`config.mk`:
```
export PLATFORM = sky130hd
export DESIGN_NAME = msqh_gap_store
export DESIGN_NICKNAME = d
export VERILOG_FILES = /design/src/hdl/masked_segment_quality_histogram_core_macros.svh /design/src/hdl/msqh_pkg.sv /design/src/hdl/msqh_gap_store.sv
export SDC_FILE = /design/constraint.sdc
export NUM_CORES = 1
export LEC_CHECK = 0
export ABC_CLOCK_PERIOD_IN_PS = 6100
export BUFFER_PORTS_ARGS = -buffer_cell sky130_fd_sc_hd__buf_2
export CAP_MARGIN = 20
export CORE_ASPECT_RATIO = 2
export CORE_MARGIN = 8
export CORE_UTILIZATION = 40
export CTS_CLUSTER_SIZE = 12
export DETAILED_ROUTE_END_ITERATION = 10
export GPL_ROUTABILITY_DRIVEN = 0
export MAX_ROUTING_LAYER = met4
export REMOVE_ABC_BUFFERS = 1
export SETUP_SLACK_MARGIN = 0.15
export SLEW_MARGIN = 20
export SYNTH_ARGS = -nofsm -noshare
export SYNTH_HDL_FRONTEND = slang
export SYNTH_SLANG_ARGS = --single-unit
```
`constraint.sdc`:
```
create_clock -name clk -period 6.1 [get_ports clk]
set_input_delay 0.61 -clock clk [delete_from_list [all_inputs] [get_ports clk]]
set_output_delay 0.61 -clock clk [all_outputs]
set_load 0.02 [all_outputs]
```
`src/hdl/masked_segment_quality_histogram_core_macros.svh`:
```
// assertion macros shared by the histogram core rtl
// expects a clock named clk and an active-low reset named rst_n in scope
`ifndef MASKED_SEGMENT_QUALITY_HISTOGRAM_CORE_MACROS_SVH
`define MASKED_SEGMENT_QUALITY_HISTOGRAM_CORE_MACROS_SVH

// consequent must hold in the same cycle as the antecedent
`define MSQH_ASSERT_HOLD(label, ante, cons, msg) \
    label: assert property (@(posedge clk) disable iff (!rst_n) (ante) |-> (cons)) \
        else $error(msg);

// consequent must hold in the cycle after the antecedent
`define MSQH_ASSERT_NEXT(label, ante, cons, msg) \
    label: assert property (@(posedge clk) disable iff (!rst_n) (ante) |=> (cons)) \
        else $error(msg);

`endif

```
`src/hdl/msqh_pkg.sv`:
```
// shared constants, codes and struct types of the segment quality histogram core
// no dependencies
`timescale 1ns / 1ps

package msqh_pkg;

    // storage sizes
    localparam int MAX_READS = 65536;
    localparam int SEEN_AW   = $clog2(MAX_READS);
    localparam int HIST_BINS = 101;
    localparam int HIST_AW   = $clog2(HIST_BINS);
    localparam int MAX_GAPS  = 16;
    localparam int GAP_AW    = $clog2(MAX_GAPS);
    localparam int GAP_CW    = $clog2(MAX_GAPS + 1);

    // field widths
    localparam int FUNC_W   = 2;
    localparam int ID_W     = 16;
    localparam int COORD_W  = 16;
    localparam int Q_W      = 8;
    localparam int BIN_W    = 7;
    localparam int STATUS_W = 3;
    localparam int COUNT_W  = 48;
    localparam int WIDTH_W  = 11;
    localparam int TRIM_W   = 16;
    localparam int POS_W    = 17;
    localparam int W3_W     = 13;
    localparam int CMP_W    = 18;
    localparam int CFG_IW   = 1;
    localparam int CFG_DW   = 16;
    localparam int S_TDATA_W = 64;
    localparam int M_TDATA_W = 56;

    // algorithm constants
    localparam int Q_TOP      = 100;
    localparam int GAP_FACTOR = 3;
    localparam logic [COUNT_W-1:0] COUNT_MAX = '1;
    localparam logic [POS_W-1:0]   POS_MAX   = '1;

    // register reset values
    localparam logic [WIDTH_W-1:0] SEG_WIDTH_RST = 11'd100;
    localparam logic [TRIM_W-1:0]  MIN_TRIM_RST  = 16'd1000;

    // configuration register indexes
    localparam logic [CFG_IW-1:0] CFG_SEG_WIDTH = 1'd0;
    localparam logic [CFG_IW-1:0] CFG_MIN_TRIM  = 1'd1;

    // item kinds
    localparam logic [FUNC_W-1:0] FN_BEGIN  = 2'd0;
    localparam logic [FUNC_W-1:0] FN_REPEAT = 2'd1;
    localparam logic [FUNC_W-1:0] FN_QUAL   = 2'd2;
    localparam logic [FUNC_W-1:0] FN_HIST   = 2'd3;

    // result status codes
    localparam logic [STATUS_W-1:0] STS_OK         = 3'd0;
    localparam logic [STATUS_W-1:0] STS_IGNORED    = 3'd1;
    localparam logic [STATUS_W-1:0] STS_TRIM_SHORT = 3'd2;
    localparam logic [STATUS_W-1:0] STS_GAP_FULL   = 3'd3;
    localparam logic [STATUS_W-1:0] STS_ORDER      = 3'd4;

    // read-seen map access
    typedef struct packed {
        logic               rd_en;
        logic               wr_en;
        logic [SEEN_AW-1:0] addr;
    } seen_req_t;

    // histogram access
    typedef struct packed {
        logic               rd_en;
        logic               wr_en;
        logic [HIST_AW-1:0] addr;
        logic [COUNT_W-1:0] wr_data;
    } hist_req_t;

    // gap store write
    typedef struct packed {
        logic               en;
        logic [GAP_AW-1:0]  addr;
        logic [COORD_W-1:0] lo;
        logic [COORD_W-1:0] hi;
    } gap_wr_t;

    // segment position against the gap under the pointer
    typedef struct packed {
        logic past_end;
        logic in_margin;
    } gap_chk_t;

endpackage

```
`src/hdl/msqh_gap_store.sv`:
```
// unique gap bounds of the open read and the position test against one gap
// depends on msqh_pkg
`timescale 1ns / 1ps

module msqh_gap_store
    import msqh_pkg::*;
(
    input  logic               clk,
    input  gap_wr_t            wr,
    input  logic [GAP_AW-1:0]  rd_ptr,
    input  logic [POS_W-1:0]   seg_pos,
    input  logic [WIDTH_W-1:0] seg_width,
    output gap_chk_t           chk
);

    logic [COORD_W-1:0] gap_lo_reg [MAX_GAPS];
    logic [COORD_W-1:0] gap_hi_reg [MAX_GAPS];
    logic [COORD_W-1:0] cur_lo;
    logic [COORD_W-1:0] cur_hi;
    logic [CMP_W-1:0]   pos_ext;
    logic [CMP_W-1:0]   lo_margin;
    logic [CMP_W-1:0]   pos_margin;

    // gap writes
    always_ff @(posedge clk)
    begin
        if (wr.en)
        begin
            gap_lo_reg[wr.addr] <= wr.lo;
            gap_hi_reg[wr.addr] <= wr.hi;
        end
    end

    assign cur_lo = gap_lo_reg[rd_ptr];
    assign cur_hi = gap_hi_reg[rd_ptr];

    // position at or past the gap end, or at least one width inside both bounds
    assign pos_ext    = CMP_W'(seg_pos);
    assign lo_margin  = CMP_W'(cur_lo) + CMP_W'(seg_width);
    assign pos_margin = pos_ext + CMP_W'(seg_width);

    assign chk.past_end  = pos_ext >= CMP_W'(cur_hi);
    assign chk.in_margin = (pos_ext >= lo_margin) && (pos_margin <= CMP_W'(cur_hi));

endmodule
```
==> metrics.log, run 1 <==
INFO  metric status = complete, no violations
INFO  metric clock_power_share = 36.2%
INFO  metric dieArea = 62020 µm²
INFO  metric cp-start-kind = primary input
INFO  metric h-tree-depth = 2
INFO  metric synthCells = 1030
INFO  metric post_synth_num_cell_types = 51
INFO  metric finalSetupTns = 0 ns
INFO  metric worst_setup_path_startpoint = rd_ptr[0]
INFO  metric globalRoute.busiestLayer = met2
INFO  metric starting_density_of_the_core = 40.33%
INFO  metric detailed_place_hpwl = 31290 µm
INFO  metric clock_tree_from_tritoncts = done
INFO  metric fin_nets = 1297
INFO  metric synth-seq-cells = 512
INFO  metric remaining_drc_errors = 0
INFO  metric max_clock_freq = 0.1731 GHz
INFO  metric setup_viol = 0
INFO  metric power.internal = 0.005745 W
INFO  metric period_needed = 5.777 ns
INFO  metric seq_area_frac_synth = 71.33%
INFO  metric ctsRootBufferMaster = clkbuf_16
INFO  metric placementRows = 120
INFO  metric worstPathArrival = 5.17 ns
INFO  metric synthTopCellsByArea = edfxtp_1 (71%), mux4_2 (16%), ha_1 (4.1%)
INFO  metric holdCritPathClass = in2reg
INFO  metric route.detailed.vias_per_inst = 5.719
INFO  metric postLayoutCellArea = 24370 µm²
INFO  metric met2_usage = 29.92%
INFO  metric floorplan_core_area = 53450 µm²
INFO  metric grt_pass1_wl = 76100 µm
INFO  metric finalWirelength = 51740 µm
INFO  metric synth_flop_cell = edfxtp_1
INFO  metric powerDensity = 302.5 nW/µm²
INFO  metric pin_count_of_the_biggest_net_entering_global_routing = 63
INFO  metric synth_edf_count = 512
INFO  metric switching_power = 0.001625 W
INFO  metric critPathKind = in2out
INFO  metric grt_use_total = 17.33%
INFO  metric detail_route.iter0.violations = 754
INFO  metric synth_largest_type_area_fraction = 71.33%
INFO  metric die_width = 180.1 µm
INFO  metric via_count_of_the_first_global_routing_pass = 11540
INFO  metric groute.layer.met1.usage = 20.14%
INFO  metric cts_inserted_buffers = 49
INFO  metric timing.critical_path.fanout_max = 14
INFO  metric cp.required = 5.49 ns
INFO  metric max-clock-path-buffers = 3
INFO  metric vdd.ir_drop.worst = 0.2132 mV
INFO  metric grtUsageMet3 = 2.236%
INFO  metric design.portCount = 72
INFO  metric synth-warning-count = 0
INFO  metric final.period_utilization = 94.70%
INFO  metric grt_setup_unrepaired = no
INFO  metric first_pass_iters = 5
INFO  metric critPathCaptureType = output pin
INFO  metric ys_async_sr_fraction = 0%
INFO  metric hold_violations = 0
INFO  metric postSynthAreaPerCell = 20.93 µm²
INFO  metric share_seq_of_total_power = 53.7%
INFO  metric p_leak = 7.968 nW
INFO  metric layout.filler_cells = 4470
INFO  metric max_slew.worst_pin.slew = 0.7594 ns
INFO  metric combinational_power_share = 10.0%
INFO  metric dr_total_vias = 10510
INFO  metric areaGrowthSynthToFinish = 13.04%
INFO  metric grt_overflow = 0
INFO  metric placed_area = 22930 µm²
INFO  metric port_buffers = 71
INFO  metric cap_violations = 0
INFO  metric max_slew_vio_count = 0
INFO  metric avgRoutedWirePerCell = 28.15 µm
INFO  metric synth_top_cell_by_area = edfxtp_1
INFO  metric clk_transition_reported_paths = 0.06 ns
INFO  metric worstHoldStart = wr[0]
INFO  metric worst_slew_margin_rel = 49.37%
INFO  metric synth_area = 21550 µm²
INFO  metric die_height = 344.3 µm
INFO  metric final_layout_size_suffix_gt1_share = 29.80%
INFO  metric clk_sink_count = 512
INFO  metric power_switching_share = 22.05%
INFO  metric hold_slack = 0.4147 ns
INFO  metric route.antenna.remaining_nets = 0
INFO  metric initial_antenna_violation_count = 8
critical path: stages:
cell and delay, ns:
clkbuf_8 0.23, buf_16 0.18, mux4_2 0.51, mux4_2 0.54, ha_1 0.32, a211oi_1 0.08, o21a_1 0.23, o31a_1 0.36
o21ai_2 0.20, nand2_1 0.08, nor2_1 0.12, xor2_1 0.16, ha_1 0.26, and4_1 0.21, nand4_1 0.09, o21ai_1 0.07
a21o_1 0.19, a21oi_1 0.13, o21ai_0 0.16, o211a_1 0.22, buf_4 0.18
cells in the mapped netlist (12+ instances only):
| cell | number |
|---|---|
| a21oi_1 | 25 |
| xor2_1 | 12 |
| xnor2_1 | 15 |
| clkbuf_1 | 12 |
| mux4_2 | 157 |
| ha_1 | 71 |
| inv_1 | 27 |
| nand2_1 | 23 |
| o21ai_0 | 20 |
| nor2_1 | 22 |
| nor3_1 | 12 |
| edfxtp_1 | 512 |
layer usage:
metal	vias up	wire length, µm
li1	4552	-
met1	5560	20570
met2	307	26870
met3	93	2213
met4	0	2088
met5	-	0
cell type report:
cell class | count | area [µm²] | area share [%]
inverter | 27 | 101.3 | 0.4159
clock inverter | 4 | 27.53 | 0.1130
timing repair buffer | 109 | 733.2 | 3.009
antenna | 6 | 15.01 | 0.06162
sequential | 512 | 15370 | 63.10
tap | 671 | 839.6 | 3.446
multi-input combinational | 455 | 5987 | 24.57
clock buffer | 54 | 1287 | 5.284
stage by stage:
stage          total power (W)  std cells  utilization, %  setup slack (ns)
5_1_grt               0.007621       1838           45.59            0.1580
4_1_cts               0.007438       1828           45.38            0.1531
3_3_place_gp          0.004749       1769           42.89            0.2485
3_5_place_dp          0.004766       1769           42.89            0.1138
2_1_floorplan         0.004455        994               -             1.233
6_report              0.007370       1838           45.59            0.3233
logic make-up (layout without fill, tap and decap cells):
group                    Yosys count  after routing  synth area share (%)
flip-flops                       512            512                 71.33
multiplexers                     157            157                 16.40
AND/OR/NAND/NOR                  107            107                 2.502
AO/OA/AOI/OAI                     91             91                 2.815
adder cells (fa/ha/maj)           73             73                 4.307
buffers and inverters             63            194                 1.544
XOR/XNOR                          27             27                 1.097
other                              0              6                     0
timing repair:
| item | CTS | global route |
|---|---|---|
| setup endpoints to repair | 1 | 1 |
| cloned | 0 | 1 |
| hold buffers | 0 | 0 |
| resized for setup | 2 | 10 |
| pin swaps | 2 | 2 |
| hold endpoints to repair | 0 | 0 |
| setup buffers | 1 | 3 |
layout by cell type, fill, tap and decap left out, drive strengths merged, types with 4 or more instances in the layout:
cell,n
diode,6
ha,71
a21oi,25
nor2,23
mux4,157
inv,29
o21ai,22
clkbuf,56
a211oi,4
xnor2,15
nor2b,9
xor2,12
nand3,7
nand2b,5
a21o,8
nand2,23
nand4,9
nor3,12
nor4,6
edfxtp,512
and3,4
o21a,5
buf,107
power groups by stage:
stage                     registers (W)  clock network [W]  logic, W
after floorplan                 0.00403                  0  0.000424
after global placement          0.00403                  0  0.000719
after detailed placement        0.00403                  0  0.000732
after CTS                       0.00396            0.00274  0.000740
after global routing            0.00396            0.00284  0.000817
final                           0.00396            0.00267  0.000740
path summary, 6_finish.rpt:
kind | cells after the start | slack, ns | endpoint
worst max-delay path | 21 | 0.32 | chk[0]
worst min-delay path | 1 | 0.41 | gap_hi_reg[6][0]$_DFFE_PP_
No activity file was read; power rests on OpenSTA's default activity.
==> inputs of run 2 (changes only) <==
--- a/config.mk
+++ b/config.mk
@@ -5,7 +5,7 @@
 export SDC_FILE = /design/constraint.sdc
 export NUM_CORES = 1
 export LEC_CHECK = 0
-export ABC_CLOCK_PERIOD_IN_PS = 6100
+export ABC_CLOCK_PERIOD_IN_PS = 5200
 export BUFFER_PORTS_ARGS = -buffer_cell sky130_fd_sc_hd__buf_2
 export CAP_MARGIN = 20
 export CORE_ASPECT_RATIO = 2
==> constraint.sdc (replaced) <==
create_clock -name clk -period 5.2 [get_ports clk]
set_input_delay 0.52 -clock clk [delete_from_list [all_inputs] [get_ports clk]]
set_output_delay 0.52 -clock clk [all_outputs]
set_load 0.02 [all_outputs]
==> run 2 against run 1 <==
The run now ends with setup timing left. Worst hold slack got worse by 0.10 ns. Largest power group unchanged. First-iteration DRC count grew 15%. Utilization up 0.80 points. Clock power increased by 15%. Combinational power up 26%. Die area did not move. Flip-flop and latch count unchanged. Power is 17% higher. Largest cell class unchanged. Via count increased by 1.9%. Non-clock buffer count rose by 46.
==> metrics.log, run 2 (synthesis gave the netlist of run 1 again) <==
INFO  metric grtUsageMet3 = 2.035% (-0.20 points)
INFO  metric final_layout_size_suffix_gt1_share = 33.14% (+3.3 points)
INFO  metric clk_sink_count = 512 (unchanged)
INFO  metric final.period_utilization = 106.0%
INFO  metric dr_total_vias = 10710 (+1.9%)
INFO  metric groute.layer.met1.usage = 21.06% (+0.92 points)
INFO  metric timing.critical_path.fanout_max = 3 (-11)
INFO  metric switching_power = 0.001918 W (+18%)
INFO  metric layout_commonest_cell = edfxtp_1
INFO  metric combinational_power_share = 10.8% (+0.8 points)
INFO  metric holdCritPathClass = in2reg
INFO  metric period_needed = 5.513 ns
INFO  metric starting_density_of_the_core = 40.33% (unchanged)
INFO  metric h-tree-depth = 2 (unchanged)
INFO  metric setup_viol = 1 (+1)
INFO  metric worstHoldStart = wr[14]
INFO  metric p_leak = 8.216 nW (+3.1%)
INFO  metric worst_slack = -0.3126 ns (-0.6359 ns)
INFO  metric initial_antenna_violation_count = 6 (-2)
INFO  metric max_slew.worst_pin.slew = 0.7240 ns (-0.03545 ns)
INFO  metric crit_slowest_cell = mux4_2
INFO  metric detailed_place_hpwl = 32170 µm (+2.8%)
INFO  metric layout_common_cells = edfxtp_1 (512), mux4_2 (157), buf_4 (72)
INFO  metric failing_checks = setup timing
INFO  metric multi_input_comb_area = 6025 µm² (+0.63%)
INFO  metric hold_slack = 0.3136 ns (-0.1011 ns)
INFO  metric path_cells = mux4_2 -> mux4_2 -> ha_4 -> fa_2 -> a21oi_2 -> o211ai_1 -> o22ai_2 -> nand2_1 -> and3_4 -> xor2_1 -> ha_1 -> and3_4 -> nand4_1 -> o21ai_1 -> a21o_1 -> a21oi_2 -> o21ai_2 -> o211a_1 -> buf_6
INFO  metric max_slew_vio_count = 0 (unchanged)
INFO  metric cp_slowest_stage_delay = 0.53 ns (about the same)
INFO  metric clock_power_share = 35.5% (-0.7 points)
INFO  metric die_width = 180.1 µm (unchanged)
INFO  metric placementRows = 120 (unchanged)
INFO  metric via_count_of_the_first_global_routing_pass = 11550 (+0.043%)
INFO  metric finalWirelength = 52520 µm (+1.5%)
INFO  metric detail_route.iter0.violations = 868 (+15%)
INFO  metric globalRoute.busiestLayer = met2
INFO  metric ctsRootBufferMaster = clkbuf_16
INFO  metric max_clock_freq = 0.1814 GHz
INFO  metric critPathKind = reg2out
INFO  metric pin_count_of_the_biggest_net_entering_global_routing = 33 (-48%)
INFO  metric design.portCount = 72 (unchanged)
INFO  metric clk_transition_reported_paths = 0.06 ns (about the same)
INFO  metric cp.required = 4.68 ns (-0.81 ns)
INFO  metric timing.hold.worst_path_depth = 1 (unchanged)
INFO  metric die_height = 344.3 µm (unchanged)
INFO  metric power_switching_share = 22.18% (+0.13 points)
INFO  metric cts_inserted_buffers = 49 (unchanged)
INFO  metric fin_nets = 1343 (+3.5%)
INFO  metric worst_slew_margin_rel = 51.74% (+2.4 points)
INFO  metric powerDensity = 348.8 nW/µm² (+15%)
INFO  metric route.detailed.vias_per_inst = 5.701 (-0.32%)
INFO  metric avgRoutedWirePerCell = 27.95 µm (-0.70%)
INFO  metric finalSetupTns = -0.3126 ns (-0.3126 ns)
INFO  metric seqCellArea = 15370 µm² (unchanged)
INFO  metric first_pass_iters = 7 (+2)
INFO  metric cp-start-kind = register
INFO  metric grt_use_total = 17.56% (+0.22 points)
INFO  metric min_delay_worst_endpoint = gap_hi_reg[6][14]$_DFFE_PP_
INFO  metric cap_violations = 0 (unchanged)
INFO  metric status = finished, violations left
INFO  metric grt_setup_unrepaired = yes
INFO  metric critical_path.n_buffers_inverters = 1 (-2)
INFO  metric critical-path-top-delay-family = compound AO/OA/AOI/OAI gates
INFO  metric critPathCaptureType = output pin
INFO  metric grt_overflow = 0 (unchanged)
INFO  metric port_buffers = 71 (unchanged)
INFO  metric vdd.ir_drop.worst = 0.2132 mV (about the same)
INFO  metric clock_tree_from_tritoncts = done
INFO  metric floorplan_core_area = 53450 µm² (unchanged)
INFO  metric max-clock-path-buffers = 3 (unchanged)
INFO  metric areaGrowthSynthToFinish = 15.02%
INFO  metric met2_usage = 30.62% (+0.69 points)
INFO  metric grt_pass1_wl = 76760 µm (+0.87%)
INFO  metric remaining_drc_errors = 0 (unchanged)
INFO  metric hold_violations = 0 (unchanged)
INFO  metric dieArea = 62020 µm² (unchanged)
INFO  metric worstPathArrival = 4.99 ns (-0.18 ns)
INFO  metric hold_buffer_count_at_cts = 0 (unchanged)
INFO  metric share_seq_of_total_power = 53.7% (about the same)
INFO  metric layout.filler_cells = 4475 (+0.11%)
INFO  metric route.antenna.remaining_nets = 0 (unchanged)
INFO  metric power.internal = 0.006729 W (+17%)
## run 2: cell types whose count changed in the layout (fill, tap and decap cells not counted), sizes merged
cell and delta:
clkbuf -5, diode -2, bufbuf +1, inv +1, clkinv +1, buf +45
## run 2: per-layer routing
layer	vias up	wire, µm
li1	4641	-
met3	86	2240
met5	-	0
met2	313	27710
met1	5672	21040
met4	0	1530
## run 2: stage by stage
| stage | total power (W) | setup WS, ns | cells | cell area [µm²] | util, % |
|---|---|---|---|---|---|
| 5_1_grt | 0.008930 | -0.4600 | 1879 | 24790 | 46.38 |
| 2_1_floorplan | 0.005226 | 0.5134 | 994 | 21320 | - |
| 4_1_cts | 0.008706 | -0.2976 | 1872 | 24680 | 46.17 |
| 3_5_place_dp | 0.005638 | -0.4427 | 1815 | 23310 | 43.61 |
| 3_3_place_gp | 0.005624 | -0.3796 | 1815 | 23310 | 43.61 |
| 6_report | 0.008647 | -0.3126 | 1879 | 24790 | 46.38 |
## run 2: power by group through the flow
stage               clock (W)  combinational, W  sequential (W)
detailed placement          0          0.000906         0.00473
finish                0.00307          0.000936         0.00464
floorplan                   0          0.000497         0.00473
global placement            0          0.000896         0.00473
CTS                   0.00313          0.000927         0.00465
global route          0.00325           0.00103         0.00465
## run 2: layout make-up
class / count / share of cell area [%]
inverter: 27 / 0.4088
timing repair buffer: 155 / 4.744
tap: 671 / 3.386
antenna: 4 / 0.04037
multi-input combinational: 455 / 24.30
sequential: 512 / 62.01
clock inverter: 6 / 0.1615
clock buffer: 49 / 4.946
## run 2: worst max-delay path by stage
stage / from / end / slack, ns / depth (start not counted)
3_3_place_gp: rd_ptr[0] / chk[0] / -0.38 / 19
4_1_cts: gap_lo_reg[3][0]$_DFFE_PP_ / chk[0] / -0.30 / 19
6_report: gap_lo_reg[3][0]$_DFFE_PP_ / chk[0] / -0.31 / 19
2_1_floorplan: rd_ptr[0] / chk[0] / 0.51 / 18
5_1_grt: gap_lo_reg[3][0]$_DFFE_PP_ / chk[0] / -0.46 / 18
3_5_place_dp: rd_ptr[0] / chk[0] / -0.44 / 20
## run 2: repair_timing
action | in CTS | in global routing
endpoints found under the setup margin | 2 | 2
gates cloned | 1 | 1
resized for setup | 14 | 13
setup buffers | 1 | 2
pin swaps | 5 | 13
